### src/hw/rtl/qia_pkg.sv
// ----------------------------------------------------------------------------
// qia_pkg: shared types and constants of the quadratic integer ALU
// Payload structs, operation codes and the stage word carried by the
// divider cells.
// ----------------------------------------------------------------------------
package qia_pkg;

	localparam int OP_W     = 16;   // width of every operand field
	localparam int PROD_W   = 2 * OP_W;
	localparam int RAD_W    = 12;
	localparam int OUT_W    = 48;
	localparam int DIV_W    = 44;   // magnitude width of numerators and norm
	localparam int FRONT_ST = 4;    // stages ahead of the divider chain
	localparam int OPERAND_WIDTH_DEF = 16;
	localparam logic [RAD_W-1:0] RADICAND_RST = RAD_W'(2);

	typedef enum logic [3:0] {
		OP_ADD   = 4'd0,
		OP_SUB   = 4'd1,
		OP_NEG   = 4'd2,
		OP_SMUL  = 4'd3,
		OP_RMUL  = 4'd4,
		OP_NORM  = 4'd5,
		OP_CONJ  = 4'd6,
		OP_TPOS  = 4'd7,
		OP_DVBL  = 4'd8,
		OP_DIV   = 4'd9,
		OP_AREA  = 4'd10
	} opcode_t;

	typedef struct packed {
		logic [3:0]             operation;
		logic signed [OP_W-1:0] left_rational;
		logic signed [OP_W-1:0] left_irrational;
		logic signed [OP_W-1:0] right_rational;
		logic signed [OP_W-1:0] right_irrational;
		logic signed [OP_W-1:0] scalar;
	} op_t;

	typedef struct packed {
		logic signed [OUT_W-1:0] out_rational;
		logic signed [OUT_W-1:0] out_irrational;
		logic                    predicate;
		logic                    divide_error;
	} res_t;

	// word handed from cell to cell
	typedef struct packed {
		logic [3:0]              op;
		logic                    div_zero;
		logic                    neg_r;
		logic                    neg_i;
		logic [DIV_W-1:0]        dvs;
		logic [DIV_W-1:0]        rem_r;
		logic [DIV_W-1:0]        rem_i;
		logic [DIV_W-1:0]        quo_r;   // dividend bits shift out, quotient in
		logic [DIV_W-1:0]        quo_i;
		logic signed [OUT_W-1:0] xr;
		logic signed [OUT_W-1:0] xi;
		logic                    pred;
	} cell_t;

endpackage

### src/hw/rtl/qia_cell.sv
// ----------------------------------------------------------------------------
// qia_cell: one restoring division step
// Develops one quotient bit of both the rational and irrational parts.
// ----------------------------------------------------------------------------
module qia_cell (
	input  logic           clk,
	input  logic           en,
	input  qia_pkg::cell_t d,
	output qia_pkg::cell_t q
);
	import qia_pkg::*;

	logic [DIV_W-1:0] sh_r, sh_i;
	logic [DIV_W:0]   df_r, df_i;
	cell_t            nx;
	cell_t            c_q;

	always_comb begin
		// remainder stays below the divisor, so the top bit is free to shift
		sh_r = {d.rem_r[DIV_W-2:0], d.quo_r[DIV_W-1]};
		sh_i = {d.rem_i[DIV_W-2:0], d.quo_i[DIV_W-1]};
		df_r = {1'b0, sh_r} - {1'b0, d.dvs};
		df_i = {1'b0, sh_i} - {1'b0, d.dvs};
		nx       = d;
		nx.rem_r = df_r[DIV_W] ? sh_r : df_r[DIV_W-1:0];
		nx.rem_i = df_i[DIV_W] ? sh_i : df_i[DIV_W-1:0];
		nx.quo_r = {d.quo_r[DIV_W-2:0], ~df_r[DIV_W]};
		nx.quo_i = {d.quo_i[DIV_W-2:0], ~df_i[DIV_W]};
	end

	always_ff @(posedge clk) begin
		if (en) begin
			c_q <= nx;
		end
	end

	assign q = c_q;

endmodule

### config.mk
export PLATFORM = sky130hd
export DESIGN_NAME = qia_cell
export DESIGN_NICKNAME = d
export VERILOG_FILES = /design/src/hw/rtl/qia_pkg.sv /design/src/hw/rtl/qia_cell.sv
export SDC_FILE = /design/constraint.sdc
export NUM_CORES = 1
export LEC_CHECK = 0
export ABC_AREA = 0
export CORE_AREA = 3 3 249 251
export DETAILED_ROUTE_END_ITERATION = 10
export DIE_AREA = 0 0 252 254
export DONT_BUFFER_PORTS = 1
export SLEW_MARGIN = 25
export SYNTH_ARGS = -nofsm -noshare
export SYNTH_HDL_FRONTEND = slang
export SYNTH_SLANG_ARGS = --single-unit
### constraint.sdc
create_clock -name clk -period 7.43 [get_ports clk]
set_input_delay 0.743 -clock clk [delete_from_list [all_inputs] [get_ports clk]]
set_output_delay 0.743 -clock clk [all_outputs]
set_load 0.05 [all_outputs]
==> results by group <==
Floorplan
  – # IOs: 650
  – Die H: approximately 250 um
  – Row count: 90
  – Core box area: roughly 60,000 um^2
  – Die ar.: 64,010 um^2
  – Starting Density: approximately a quarter
  – Die X: approximately 250 um

Global route
  – Global route total overflow: 0
  – First-pass GRT wire length: ~83,000 um
  – Busiest grt layer: met2
  – Met1 GRT Util: about 20%
  – Overall Global Routing Usage: 18.53%
  – Vias in the first global route: between 10,000 and 15,000
  – Met3 Track Usage GR: under 10%
  – Global Route met2 Usage: 33.08%
  – Largest net degree at the start of global routing: approximately 330
  – Initial antenna violation count: 16

Timing
  – Finish-stage setup viols: 0
  – Slew of the pin with the lowest slew margin: roughly 0.99 ns
  – Tcrit/Tclk final: between 50% and 60%
  – Fmax achieved: ~240 MHz
  – Minimum clock period after layout: 4.200 ns
  – Setup TNS Final: 0 ns
  – Final Hold Fails: 0
  – RSZ-0062 raised after global routing: false
  – Pins over their slew limit: 0
  – Slew headroom: roughly a third

Synthesis
  – Unique masters post-synth: 73
  – Compound-Gate Fraction of Synth Area: between 10% and 20%
  – Mux cell area share after synthesis: less than 1%
  – Post-synthesis xor/xnor area fraction: about 3.8%
  – Asr flop ratio synth: 0%
  – Adder-cell share of the synthesized area: approximately 7.1%
  – Synth Area in Simple Gates: 9.385%
  – Seq/Total Area, Yosys: between 60% and 70%
  – Cell taking the most area after synthesis: edfxtp_1
  – Synth warnings: 0
  – Share of the synthesized area in the top cell type: between 60% and 70%
  – EDFF count, synth: 324
  – Synth Register Bits: ~320
  – Dominant synthesized flop cell: edfxtp_1
  – Mean Syn Cell Area: approximately 12 um^2
  – Largest cells by area after synthesis: edfxtp_1 61%, ha_1 6.9%, a21oi_1 2.8%
  – Largest family of logic cells by synthesized area: compound AO/OA/AOI/OAI gates
  – Cells after Synth: between 1,000 and 1,500
  – Syn nets: about 1,700
  – Cell area after synthesis: 15,970 um^2

Clock tree
  – Root Buffer: clkbuf_16
  – Clk slew on worst S/H paths: about 0.06 ns
  – TritonCTS clock tree: built
  – CTS Buf Count: 40
  – Post-CTS setup buffer count: 0
  – Hold-fix buffers, CTS: 0
  – H-Tree Depth: 2
  – Clock sink count: between 300 and 400
  – PostCTS Resize Cnt: 0
  – Clock tree buffer depth: 3

Pwr
  – Static leakage: 6.594 nW
  – Overall power: 0.005648 W
  – Pwr dens: approximately 310 nW/um^2
  – Worst VDD drop: between 0.15 and 0.2 mV

Setup path
  – Worst stage delay on the critical path: roughly 0.77 ns
  – Critical Path AT: 4.58 ns
  – Worst EP required: about 7.8 ns
  – Kind of critical path: input pin to register
  – Critical-path maximum fanout: 35
  – CP Capture Type: register
  – Worst Path Buf+Inv: 2
  – Critical path's most frequent cell: a21oi_4
  – Startpoint types: input pin
  – Top delay family on crit path: compound AO/OA/AOI/OAI gates
  – Critical path cell sequence: inv_1, ha_1, fa_1, nor2b_1, o31ai_1, a21oi_1, a32o_2, a21oi_4, o21ai_2, a21oi_4, inv_2, and2_1, a211oi_1
  – Slowest CP cell: a21oi_4

Worst hold path
  – Hold path start: d[44]
  – Worst Hold Path Cells: 0
  – Worst Hold End: q[44]$_DFFE_PP_
  – HP Class: input pin to register

Run status
  – Status: complete, no violations

Run
  – Max-cap violation count: 0

Detailed routing
  – DR vias/cell: between 5 and 6
  – Post-route ant nets: 0
  – Router iterations before antenna repair: 5
  – Drt first-iter violations: about 800
  – Drt drc: 0
  – Detailed Route WL: between 60,000 and 70,000 um
  – Avg WL per Cell: 29.97 um
  – Vias post-DR: ~11,000

Place
  – Detailed Place HPWL: 50,160 um
  – Port Buf Inserts: 0
  – Routability cong.: ~0.87

Layout
  – Commonest non-fill, non-tap cell in the layout: edfxtp_1
  – Most frequent cells in the layout: 324 x edfxtp_1, 115 x nand2_1, 101 x nor2_1
  – Share of cells above drive strength 1: just under 10%
  – Area Growth Syn to Fin: 13.26%
  – Final nets: approximately 1,700
  – Register area: ~9700 um^2
  – Multi-input logic area: between 5000 and 6000 um^2
  – Max reg flops: around 320
  – # fillers: 6,072
## per-layer routing
layer  routed length, um  up-vias
met5                 118        -
met2               32380      523
li1                    -     4844
met4                1313       18
met3                6503       82
met1               23010     5240
## worst max-delay path by stage
stage	to	cells after the start	slack, ns	start
CTS	q[272]$_DFFE_PP_	13	3.19	d[184]
floorplan	q[226]$_DFFE_PP_	13	4.12	d[140]
detailed placement	q[260]$_DFFE_PP_	13	2.60	d[184]
global placement	q[260]$_DFFE_PP_	13	2.64	d[184]
finish	q[272]$_DFFE_PP_	13	3.23	d[184]
global route	q[272]$_DFFE_PP_	13	3.00	d[184]
## where the power goes
part | total (W) | switching, W | internal [W]
sequential | 0.00299 | 0.000747 | 0.00225
combinational | 0.000641 | 0.000406 | 0.000235
clock | 0.00201 | 0.000827 | 0.00119
total | 0.00565 | 0.00198 | 0.00367
## stage by stage
stage	std cells	instance area, um^2	util [%]	hold slack [ns]	setup slack (ns)
4_1_cts	2110	18080	30.07	0.2321	3.190
2_1_floorplan	1293	15970	-	0.8419	4.116
3_3_place_gp	2038	16730	27.82	0.8419	2.637
6_report	2113	18090	30.08	0.2716	3.230
3_5_place_dp	2038	16730	27.82	0.8419	2.596
5_1_grt	2110	18080	30.07	0.2425	2.999
## cell families (layout without fill, tap and decap cells)
kind of cell / Yosys count / after routing
AO/OA/AOI/OAI: 363 / 363
XOR/XNOR: 69 / 69
adder cells (fa/ha/maj): 90 / 90
buffers and inverters: 110 / 145
flip-flops: 324 / 324
multiplexers: 7 / 7
other: 0 / 3
AND/OR/NAND/NOR: 330 / 330
## Yosys cell counts, types with 11 or more instances
| cell | n |
|---|---|
| a31oi_1 | 11 |
| nor3_1 | 15 |
| a21oi_2 | 35 |
| nand4_1 | 18 |
| xor2_1 | 34 |
| nand2b_1 | 17 |
| o21ai_0 | 79 |
| o21ai_1 | 18 |
| a21o_1 | 28 |
| nor2b_1 | 13 |
| edfxtp_1 | 324 |
| o21bai_1 | 11 |
| ha_1 | 88 |
| nor2_1 | 101 |
| clkbuf_1 | 20 |
| inv_1 | 70 |
| nand2_1 | 115 |
| nand3_1 | 19 |
| xnor2_1 | 35 |
| o31ai_1 | 14 |
| a21oi_1 | 89 |
## cell type report
cell class                 count  area share [%]
inverter                      72           1.508
clock buffer                  46           5.893
sequential                   324           53.79
multi-input combinational    859           31.74
tap                          782           5.409
timing repair buffer           1         0.04150
clock inverter                26           1.577
antenna                        3         0.04150
Note: power is estimated with default switching activity, not from simulation.
